[src/hdl/polymul_pkg.sv]
// Shared constants and field widths for the polynomial multiplier.
// No dependencies; imported by polynomial_multiplier_unit.
package polymul_pkg;

    localparam int CMD_W   = 2;
    localparam int INDEX_W = 4;
    localparam int VALUE_W = 32;
    localparam int LEN_W   = 5;
    localparam int POWER_W = 5;
    localparam int COEF_W  = 48;
    localparam int PROD_W  = 2 * VALUE_W;
    localparam int FRAC_W  = 16;

    localparam logic [CMD_W-1:0] CMD_LOAD_FIRST  = 2'd0;
    localparam logic [CMD_W-1:0] CMD_LOAD_SECOND = 2'd1;
    localparam logic [CMD_W-1:0] CMD_MULTIPLY    = 2'd2;

    localparam logic signed [COEF_W-1:0] COEF_MAX = {1'b0, {(COEF_W-1){1'b1}}};
    localparam logic signed [COEF_W-1:0] COEF_MIN = {1'b1, {(COEF_W-1){1'b0}}};

endpackage

[src/hdl/polynomial_multiplier_unit.sv]
// Fixed-point polynomial multiplier: two coefficient stores and one shared
// multiply-accumulate pipeline driven by a small sequencer.
// Depends on polymul_pkg.
//
//   Channel  Handshake            Word contents
//   -------  -------------------  ------------------------------------------
//   input    in_valid / in_ready  cmd, index, value (Q16.16), last
//   output   out_valid/out_ready  power, coefficient (Q32.16, saturated),
//                                 final_res
//
// A multiply word walks every (i, j) pair of the two operands through one
// 32x32 multiplier, one pair per cycle while the output register can take a
// result; the pipeline then drains through the operand and product registers
// before the last result reaches the output register.
// Reset clears both stores and sets both lengths to one.
// When a result waits in the output register, the whole multiply pipeline
// holds until it is taken; in_ready stays low until the last result is formed.
module polynomial_multiplier_unit #(
    parameter int MAX_TERMS = 16
) (
    input  logic                                    clk,
    input  logic                                    rst_n,
    input  logic                                    in_valid,
    output logic                                    in_ready,
    input  logic [polymul_pkg::CMD_W-1:0]           cmd,
    input  logic [polymul_pkg::INDEX_W-1:0]         index,
    input  logic signed [polymul_pkg::VALUE_W-1:0]  value,
    input  logic                                    last,
    output logic                                    out_valid,
    input  logic                                    out_ready,
    output logic [polymul_pkg::POWER_W-1:0]         power,
    output logic signed [polymul_pkg::COEF_W-1:0]   coefficient,
    output logic                                    final_res
);
    import polymul_pkg::*;

    localparam int AW    = $clog2(MAX_TERMS);
    // Each shifted product fits in COEF_W bits; the sum grows by log2 of the terms.
    localparam int ACC_W = COEF_W + AW + 1;

    typedef enum logic [1:0] {
        ST_IDLE,
        ST_RUN,
        ST_DRAIN
    } state_t;

    // Tag that travels with each product through the pipeline.
    typedef struct packed {
        logic               valid;
        logic               first;
        logic               last;
        logic               final_term;
        logic [POWER_W-1:0] k;
    } tag_t;

    state_t state_reg, state_next;

    logic signed [VALUE_W-1:0] first_coefs_reg  [MAX_TERMS];
    logic signed [VALUE_W-1:0] second_coefs_reg [MAX_TERMS];
    logic [LEN_W-1:0] first_len_reg, first_len_next;
    logic [LEN_W-1:0] second_len_reg, second_len_next;

    logic [LEN_W-1:0] k_reg, k_next;
    logic [LEN_W-1:0] i_reg, i_next;

    tag_t s1_reg, s1_next;
    tag_t s2_reg, s2_next;

    logic signed [VALUE_W-1:0] op_a_reg, op_b_reg;
    logic signed [PROD_W-1:0]  prod_reg;
    logic signed [ACC_W-1:0]   acc_reg, acc_next;

    logic                      out_valid_reg, out_valid_next;
    logic [POWER_W-1:0]        power_reg, power_next;
    logic signed [COEF_W-1:0]  coef_reg, coef_next;
    logic                      final_reg, final_next;

    logic                      in_fire;
    logic                      load_ok;
    logic [AW-1:0]             wr_addr;
    logic                      adv;
    logic [LEN_W-1:0]          j_cur;
    logic [LEN_W-1:0]          i_hi;
    logic [LEN_W-1:0]          k_inc;
    logic [LEN_W-1:0]          i_lo_inc;
    logic [LEN_W-1:0]          k_top;
    logic                      issue_last;
    logic                      issue_final;
    logic                      issue_first;
    logic [LEN_W-1:0]          i_lo;
    logic signed [PROD_W-1:0]  prod_next;
    logic signed [COEF_W-1:0]  term;
    logic signed [ACC_W-1:0]   acc_base;
    logic                      sum_ovf;

    assign in_ready    = (state_reg == ST_IDLE);
    assign in_fire     = in_valid && in_ready;
    assign load_ok     = (int'(index) < MAX_TERMS);
    assign wr_addr     = AW'(index);
    assign out_valid   = out_valid_reg;
    assign power       = power_reg;
    assign coefficient = coef_reg;
    assign final_res   = final_reg;

    // The whole pipeline steps only when the output register can take a result.
    assign adv = !out_valid_reg || out_ready;

    // Pair selection for the product coefficient of power k:
    // i runs from max(0, k - len_second + 1) to min(k, len_first - 1).
    assign j_cur       = k_reg - i_reg;
    assign i_lo        = (k_reg >= second_len_reg) ? (k_reg - second_len_reg + 1'b1) : '0;
    assign i_hi        = (k_reg >= first_len_reg) ? (first_len_reg - 1'b1) : k_reg;
    assign k_inc       = k_reg + 1'b1;
    assign i_lo_inc    = (k_inc >= second_len_reg) ? (k_inc - second_len_reg + 1'b1) : '0;
    assign k_top       = first_len_reg + second_len_reg - 2'd2;
    assign issue_first = (i_reg == i_lo);
    assign issue_last  = (i_reg == i_hi);
    assign issue_final = issue_last && (k_reg == k_top);

    // Arithmetic: the product is shifted right by the fraction width with floor
    // rounding, then added to the running sum, which restarts on a new power.
    assign prod_next = op_a_reg * op_b_reg;
    assign term      = prod_reg[PROD_W-1:FRAC_W];
    assign acc_base  = s2_reg.first ? '0 : acc_reg;
    assign acc_next  = acc_base + ACC_W'(term);
    assign sum_ovf   = !((&acc_next[ACC_W-1:COEF_W-1]) || !(|acc_next[ACC_W-1:COEF_W-1]));

    always_comb
    begin
        state_next      = state_reg;
        first_len_next  = first_len_reg;
        second_len_next = second_len_reg;
        k_next          = k_reg;
        i_next          = i_reg;
        s1_next         = s1_reg;
        s2_next         = s2_reg;
        out_valid_next  = out_valid_reg;
        power_next      = power_reg;
        coef_next       = coef_reg;
        final_next      = final_reg;

        if (out_valid_reg && out_ready)
        begin
            out_valid_next = 1'b0;
        end

        case (state_reg)
            ST_IDLE:
            begin
                if (in_fire)
                begin
                    if (cmd == CMD_LOAD_FIRST && load_ok && last)
                    begin
                        first_len_next = LEN_W'(index) + 1'b1;
                    end
                    if (cmd == CMD_LOAD_SECOND && load_ok && last)
                    begin
                        second_len_next = LEN_W'(index) + 1'b1;
                    end
                    if (cmd == CMD_MULTIPLY)
                    begin
                        k_next     = '0;
                        i_next     = '0;
                        state_next = ST_RUN;
                    end
                end
            end
            ST_RUN:
            begin
                if (adv && issue_final)
                begin
                    state_next = ST_DRAIN;
                end
                else if (adv && issue_last)
                begin
                    k_next = k_inc;
                    i_next = i_lo_inc;
                end
                else if (adv)
                begin
                    i_next = i_reg + 1'b1;
                end
            end
            ST_DRAIN:
            begin
                if (adv && s2_reg.valid && s2_reg.final_term)
                begin
                    state_next = ST_IDLE;
                end
            end
            default:
            begin
                state_next = ST_IDLE;
            end
        endcase

        if (adv)
        begin
            s1_next.valid      = (state_reg == ST_RUN);
            s1_next.first      = issue_first;
            s1_next.last       = issue_last;
            s1_next.final_term = issue_final;
            s1_next.k          = k_reg;
            s2_next            = s1_reg;
            if (s2_reg.valid && s2_reg.last)
            begin
                out_valid_next = 1'b1;
                power_next     = s2_reg.k;
                final_next     = s2_reg.final_term;
                if (sum_ovf)
                begin
                    coef_next = acc_next[ACC_W-1] ? COEF_MIN : COEF_MAX;
                end
                else
                begin
                    coef_next = acc_next[COEF_W-1:0];
                end
            end
        end
    end

    always_ff @(posedge clk or negedge rst_n)
    begin
        if (!rst_n)
        begin
            state_reg      <= ST_IDLE;
            first_len_reg  <= LEN_W'(1);
            second_len_reg <= LEN_W'(1);
            k_reg          <= '0;
            i_reg          <= '0;
            s1_reg         <= '0;
            s2_reg         <= '0;
            out_valid_reg  <= 1'b0;
            power_reg      <= '0;
            coef_reg       <= '0;
            final_reg      <= 1'b0;
        end
        else
        begin
            state_reg      <= state_next;
            first_len_reg  <= first_len_next;
            second_len_reg <= second_len_next;
            k_reg          <= k_next;
            i_reg          <= i_next;
            s1_reg         <= s1_next;
            s2_reg         <= s2_next;
            out_valid_reg  <= out_valid_next;
            power_reg      <= power_next;
            coef_reg       <= coef_next;
            final_reg      <= final_next;
        end
    end

    // Coefficient stores, cleared at reset and written by load words.
    always_ff @(posedge clk or negedge rst_n)
    begin
        if (!rst_n)
        begin
            for (int n = 0; n < MAX_TERMS; n++)
            begin
                first_coefs_reg[n]  <= '0;
                second_coefs_reg[n] <= '0;
            end
        end
        else if (in_fire && load_ok)
        begin
            if (cmd == CMD_LOAD_FIRST)
            begin
                first_coefs_reg[wr_addr] <= value;
            end
            if (cmd == CMD_LOAD_SECOND)
            begin
                second_coefs_reg[wr_addr] <= value;
            end
        end
    end

    // Datapath: operand fetch, multiply, accumulate, one register each.
    always_ff @(posedge clk)
    begin
        if (adv)
        begin
            op_a_reg <= first_coefs_reg[i_reg[AW-1:0]];
            op_b_reg <= second_coefs_reg[j_cur[AW-1:0]];
            prod_reg <= prod_next;
            if (s2_reg.valid)
            begin
                acc_reg <= acc_next;
            end
        end
    end

    // The sequencer only issues pairs inside both operands.
    a_issue_in_range: assert property (@(posedge clk) disable iff (!rst_n)
        (state_reg == ST_RUN) |-> (i_reg < first_len_reg && j_cur < second_len_reg))
        else $error("issued coefficient pair lies outside an operand");

    // The product of highest power always closes its own sum.
    a_final_is_last: assert property (@(posedge clk) disable iff (!rst_n)
        (s2_reg.valid && s2_reg.final_term) |-> s2_reg.last)
        else $error("final product term does not close its sum");

    // A held result freezes the running sum.
    a_hold_freezes_acc: assert property (@(posedge clk) disable iff (!rst_n)
        (out_valid_reg && !out_ready) |=> $stable(acc_reg))
        else $error("accumulator moved while a result was held");

    // Operand lengths stay between one and the store depth.
    a_len_range: assert property (@(posedge clk) disable iff (!rst_n)
        (first_len_reg != '0 && second_len_reg != '0
         && int'(first_len_reg) <= MAX_TERMS && int'(second_len_reg) <= MAX_TERMS))
        else $error("operand length out of range");

endmodule
[config.mk]
export PLATFORM = sky130hd
export DESIGN_NAME = polynomial_multiplier_unit
export DESIGN_NICKNAME = d
export VERILOG_FILES = /design/src/hdl/polymul_pkg.sv /design/src/hdl/polynomial_multiplier_unit.sv
export SDC_FILE = /design/constraint.sdc
export NUM_CORES = 2
export LEC_CHECK = 0
export BUFFER_PORTS_ARGS = -buffer_cell sky130_fd_sc_hd__buf_2
export CORE_MARGIN = 2
export CORE_UTILIZATION = 38
export CTS_BUF_LIST = sky130_fd_sc_hd__clkbuf_16
export DETAILED_ROUTE_END_ITERATION = 12
export GPL_TIMING_DRIVEN = 0
export PLACE_DENSITY = 0.55
export SKIP_LAST_GASP = 1
export SLEW_MARGIN = 30
export SYNTH_ARGS = -nofsm -noshare
export SYNTH_HDL_FRONTEND = slang
export SYNTH_SLANG_ARGS = --single-unit
[constraint.sdc]
create_clock -name clk -period 11.3 [get_ports clk]
set_input_delay 2.26 -clock clk [delete_from_list [all_inputs] [get_ports clk]]
set_output_delay 2.26 -clock clk [all_outputs]
set_load 0.005 [all_outputs]
== After elaboration in Yosys (flattened, before gate mapping) ==
Cells that the tools add are included.

* $add $sub $neg: 12
* Multipliers: 1
* $lt $le $gt $ge: 7
* Eq/ne operators: 14
* Multiplexer cells: 33
* Bitwise logic cells: 3
* Reductions and logical operators: 29

{| class="wikitable"
|+ Operators with widths
! kind !! number
|-
| $bwmux 512 || 2
|-
| $bmux 32 s4 || 2
|-
| $mux 32 || 5
|-
| $demux 32 s4 || 1
|-
| $mux 48 || 2
|-
| $mul 32x32->64 || 1
|-
| $add 53x48->53 || 1
|-
| $mux 53 || 1
|-
| $mux 5 || 10
|-
| $add 5x1->5 const B || 4
|-
| $pmux 5 s2 || 2
|-
| $eq 5x5->1 || 3
|-
| $ge 5x5->1 || 3
|-
| $ge 5x5->1 const B || 3
|-
| $not 4->5 || 3
|-
| $logic_and 1x1->1 || 11
|-
| $reduce_and 5->1 || 2
|-
| $sub 5x5->5 || 2
|-
| $mux 2 || 4
|-
| $ne 2x2->1 const B || 4
|-
| $reduce_and 2->1 || 4
|-
| $pmux 2 s3 || 1
|-
| $reduce_and 3->1 || 2
|-
| $reduce_and 6->1 || 1
|-
| 17 further kinds || 25
|}

* Bits in registers: 1300
* Input bits: 43
* Output and inout port bits: 56
* Logic and storage cells: 154

== Depth between registers and ports, before layout ==
* Word-level depth: 7
* Mapped depth: 29
* Depth with buffers taken out: 28

== Worst setup path before layout ==
OpenSTA, ideal clock, no wires.

* Kind: reg2reg
* Start: reg op_a_reg[31]
* End: reg prod_reg[63] (data pin)
* Library setup time: 0.266 ns
* Arrival: 7.711 ns
* Data required time: 11.034 ns
* Slack: 3.323 ns
* Stages on the path, launching flop included: 26
* Path buffers: 1
* Period minus slack after synthesis: 7.977 ns
* Cells stage by stage: edfxtp_1 -> clkbuf_1 -> nand2_1 -> inv_1 -> fa_1 -> fa_1 -> fa_1 -> fa_1 -> inv_1 -> fa_1 -> inv_1 -> fa_1 -> inv_1 -> fa_1 -> inv_1 -> fa_1 -> ha_1 -> a21o_1 -> a21o_1 -> a21oi_1 -> inv_1 -> a21oi_1 -> o21ai_0 -> o41ai_2 -> mux2i_1 -> nand4_1

* Cells in the longest elaborated chain, start to end: 1

{| class="wikitable"
|+ Ends and longest elaborated chain
! element !! line !! RTL
|-
| from (decl) || polynomial_multiplier_unit.sv:69 || <nowiki>logic signed [VALUE_W-1:0] op_a_reg, op_b_reg;</nowiki>
|-
| from (signal assigned) || polynomial_multiplier_unit.sv:283 || <nowiki>op_a_reg <= first_coefs_reg[i_reg[AW-1:0]];</nowiki>
|-
| $mul 32x32->64 || polynomial_multiplier_unit.sv:122 || <nowiki>assign prod_next = op_a_reg * op_b_reg;</nowiki>
|-
| net prod_next[63] || polynomial_multiplier_unit.sv:91 || <nowiki>logic signed [PROD_W-1:0] prod_next;</nowiki>
|-
| to (signal assigned) || polynomial_multiplier_unit.sv:285 || <nowiki>prod_reg <= prod_next;</nowiki>
|-
| to (decl) || polynomial_multiplier_unit.sv:70 || <nowiki>logic signed [PROD_W-1:0] prod_reg;</nowiki>
|}

The timed path passes the listed nets, and every way through them passes these cells.
A chain may end at the register's enable or synchronous reset.

== Final worst setup path ==
* Start: reg op_b_reg[9]
* End: reg prod_reg[63] (data pin)

* Cells in the longest elaborated chain, start to end: 1

{| class="wikitable"
|+ Ends and longest elaborated chain
! element !! line !! RTL
|-
| from (decl) || polynomial_multiplier_unit.sv:69 ||
|-
| from (signal assigned) || polynomial_multiplier_unit.sv:284 || <nowiki>op_b_reg <= second_coefs_reg[j_cur[AW-1:0]];</nowiki>
|-
| $mul 32x32->64 || polynomial_multiplier_unit.sv:122 ||
|-
| net prod_next[63] || polynomial_multiplier_unit.sv:91 ||
|}

The timed path passes the listed nets, and every way through them passes these cells.

==> summary.md <==
| Metric | Value |
|---|---|
| FF+latch count, synth | `1284` |
| Area grow syn2layout | `10.7%` |
| Hold Path Stages | `2` |
| Clock tree sinks | `1284` |
| Worst setup margin | `597 ps` |
| Top cells by count, synth | `dfrtp_1 (1117), fa_1 (1088), mux2_2 (1035), inv_1 (1024), nand2_1 (702)` |
| Top cell type's share of synthesized area | `29.5%` |
| TNS Setup | `0 ps` |
| Final Cycle Share | `94.7%` |
| WL/cell | `25.6 µm` |
| Critical Path AT | `11160 ps` |
| Layout cells sized above 1 | `21.7%` |
| Chip height | `504 µm` |
| Root Buffer | `clkbuf_16` |
| H-tree Lvls | `4` |
| Mapped Nets | `9172` |
| Placed Area | `100000 µm²` |
| Fraction of registers with async set or reset after synthesis | `87.1%` |
| Syn avg cell area | `12.2 µm²` |
| Die W | `504 µm` |
| Yosys warning total | `0` |
| Synth Instances | `7767` |
| DR vias/cell | `5.30` |
| Post-synth EDFFs | `165` |
| Critical Path End Type | `register` |
| GRT overflow | `0` |
| Pin count of the biggest net entering global routing | `127` |
| RSZ-0062 raised after global routing | `false` |
| Post-cts hold buffer count | `0` |
| Worst Tran Pin Value | `1110 ps` |
| First-pass GRT wire length | `440 mm` |
| Core Box Area | `248000 µm²` |
| DRC | `0` |
| Dpl hpwl | `235 mm` |
| Die Area | `254000 µm²` |
| CTS buffer count | `142` |
| Reg clk slew, reported paths | `70 ps` |
| Final setup vio count | `0` |
| 1st-iter DRT viols | `4916` |
| Outcome | `finished, final reports clean` |
| Sequential share of the synthesized area | `34.7%` |
| Post-synth top area cell | `dfrtp_1` |
| Syn Std Cell Area | `94900 µm²` |
| Routed Antenna Nets | `0` |
| Most frequent cell after synthesis | `dfrtp_1` |
| R2R Setup Slk | `600 ps` |
| Crit Path Max Fanout | `10` |
| Hold_sp | `s2_reg[6]$_DFFE_PN0N_` |
| Initial antenna violation count | `35` |
| TritonCTS clock tree | `built` |
| DRT Pass-1 Iters | `6` |
| I/O Pins | `99` |
| Final min period | `10700 ps` |
| Ys flop type | `dfrtp_1` |
| Critical Path Start Type | `register` |
| Worst Setup Path Type | `reg2reg` |
| Max Buffers Root-to-Sink | `3` |
| Clock Skew | `91.3 ps` |
| Hold Path End | `s2_reg[6]$_DFFE_PN0N_` |
| I/O Buffers | `98` |
| Reg2Reg Depth | `27` |
| Via count | `60900` |
| Setup WS pre-CTS | `584 ps` |
| Vias in the first global route | `65600` |
| Total GRT Usage | `23.6%` |
| Final-stage net count | `9435` |
| Final Wtd Congestion | `1.01` |
| Post-CTS setup buffers | `0` |
| Clock Latency Late Sink | `820 ps` |
| Hold Vio Cnt, Final | `0` |
| FF-to-FF Start | `op_b_reg[9]$_DFFE_PN_` |
| Worst r2r dst | `prod_reg[63]$_DFFE_PN_` |
| Worst path required time | `11750 ps` |
| Design Area, Final | `105000 µm²` |
| Relative slew slack | `26.3%` |
| Yosys cell types | `78` |
| Starting Density | `38.2%` |
| Max-Cap Viols | `0` |
| Hold WC Path Type | `reg2reg` |
| Max Clock Freq | `0.0934 GHz` |
| Dominant cells by area after synthesis | `dfrtp_1 (29%), fa_1 (23%), mux2_2 (12%)` |
| Drt total wl | `294 mm` |
| # rows | `183` |
| Final Max Tran Viols | `0` |
worst max-delay path by stage:
stage                                 startpoint                                end  slack [ps]  cells after the start
after floorplan           op_a_reg[31]$_DFFE_PN_             prod_reg[63]$_DFFE_PN_        3320                     25
after global placement                     rst_n  second_coefs_reg[252]$_DFFE_PN0P_      -16580                      1
after detailed placement   op_b_reg[9]$_DFFE_PN_             prod_reg[63]$_DFFE_PN_         580                     27
after CTS                  op_b_reg[9]$_DFFE_PN_             prod_reg[62]$_DFFE_PN_         520                     27
after global routing       op_b_reg[9]$_DFFE_PN_             prod_reg[62]$_DFFE_PN_         170                     27
final                      op_b_reg[9]$_DFFE_PN_             prod_reg[63]$_DFFE_PN_         600                     27
metal layers:
metal  vias to the layer above  share of wire, %  track usage [%]  wire [µm]
met5                         -             0.043                0        127
met4                        20               3.8             8.00      11100
met3                       532               7.0             4.57      20600
met2                      1994                46             37.9     136000
met1                     32400                43             32.1     126000
li1                      26000                 -                -          -
layout by cell type (no fill, tap or decap), drive strengths merged, types with 11 or more instances in the layout:
master / synthesis / routed
a211oi: 54 / 54
a21o: 70 / 70
a21oi: 95 / 95
a31oi: 41 / 41
and2: 532 / 532
and3: 18 / 18
buf: 120 / 232
bufinv: 0 / 16
clkbuf: 407 / 557
clkinv: 0 / 64
dfrtp: 1117 / 1117
diode: 0 / 15
edfxtp: 165 / 165
fa: 1088 / 1088
ha: 274 / 274
inv: 1024 / 1061
mux2: 1036 / 1036
mux4: 288 / 288
nand2: 702 / 702
nand2b: 30 / 30
nand3: 23 / 23
nand4: 17 / 17
nor2: 118 / 118
nor2b: 89 / 89
nor3: 28 / 28
o21a: 11 / 11
o21ai: 113 / 113
o21bai: 11 / 11
o22ai: 49 / 49
xnor2: 87 / 87
xor2: 48 / 48
area by class of cell:
cell class / count / area, µm²
clock inverter: 119 / 1270
sequential: 1284 / 33000
antenna: 15 / 37.5
clock buffer: 143 / 3580
inverter: 1024 / 3840
multi-input combinational: 4932 / 56100
buffer: 527 / 2110
fill: 23400 / 143000
timing repair buffer: 119 / 983
tap: 3330 / 4170
repair_timing:
| item | 4_1_cts | 5_1_grt |
|---|---|---|
| setup endpoints to repair | 0 | 1 |
| resized for setup | 0 | 1 |
| endpoints found under the hold margin | 0 | 0 |
cells by family after synthesis:
| logic type | Yosys count | share of synthesized area, % |
|---|---|---|
| AOI/OAI and AO/OA | 514 | 3.73 |
| xor gates and xnor gates | 135 | 1.25 |
| adders and majority gates | 1362 | 26.6 |
| buffers and inverters | 1551 | 6.21 |
| DFF | 1284 | 34.7 |
| muxes | 1330 | 19.2 |
| and+or+nand+nor | 1591 | 8.31 |
critical path, stage by stage (launching register included):
cell and delay, ps:
edfxtp_1 820, clkbuf_1 760, nand2_1 240, fa_1 560, inv_1 60, fa_1 440, fa_1 510, inv_1 70
fa_1 470, inv_1 50, fa_1 510, inv_1 60, fa_1 530, inv_1 50, fa_1 510, fa_1 480
ha_1 370, a21oi_1 130, o21ai_0 180, a211oi_1 280, o21ai_0 230, o41ai_2 740, o31ai_1 390, a21oi_1 570
o21ai_1 320, o41ai_2 510, mux2i_1 230, nand4_1 260
stage by stage:
| stage | util, % | hold WS (ps) | instances |
|---|---|---|---|
| after floorplan | - | 431 | 7767 |
| after global routing | 42.3 | 506 | 11500 |
| after global placement | 40.1 | 448 | 11200 |
| after CTS | 42.2 | 472 | 11500 |
| after detailed placement | 40.3 | 456 | 11200 |
| final | 42.3 | 465 | 11500 |
Power is not shown: default switching activity piles up to over one toggle a cycle in this logic, so the estimate is an artifact.
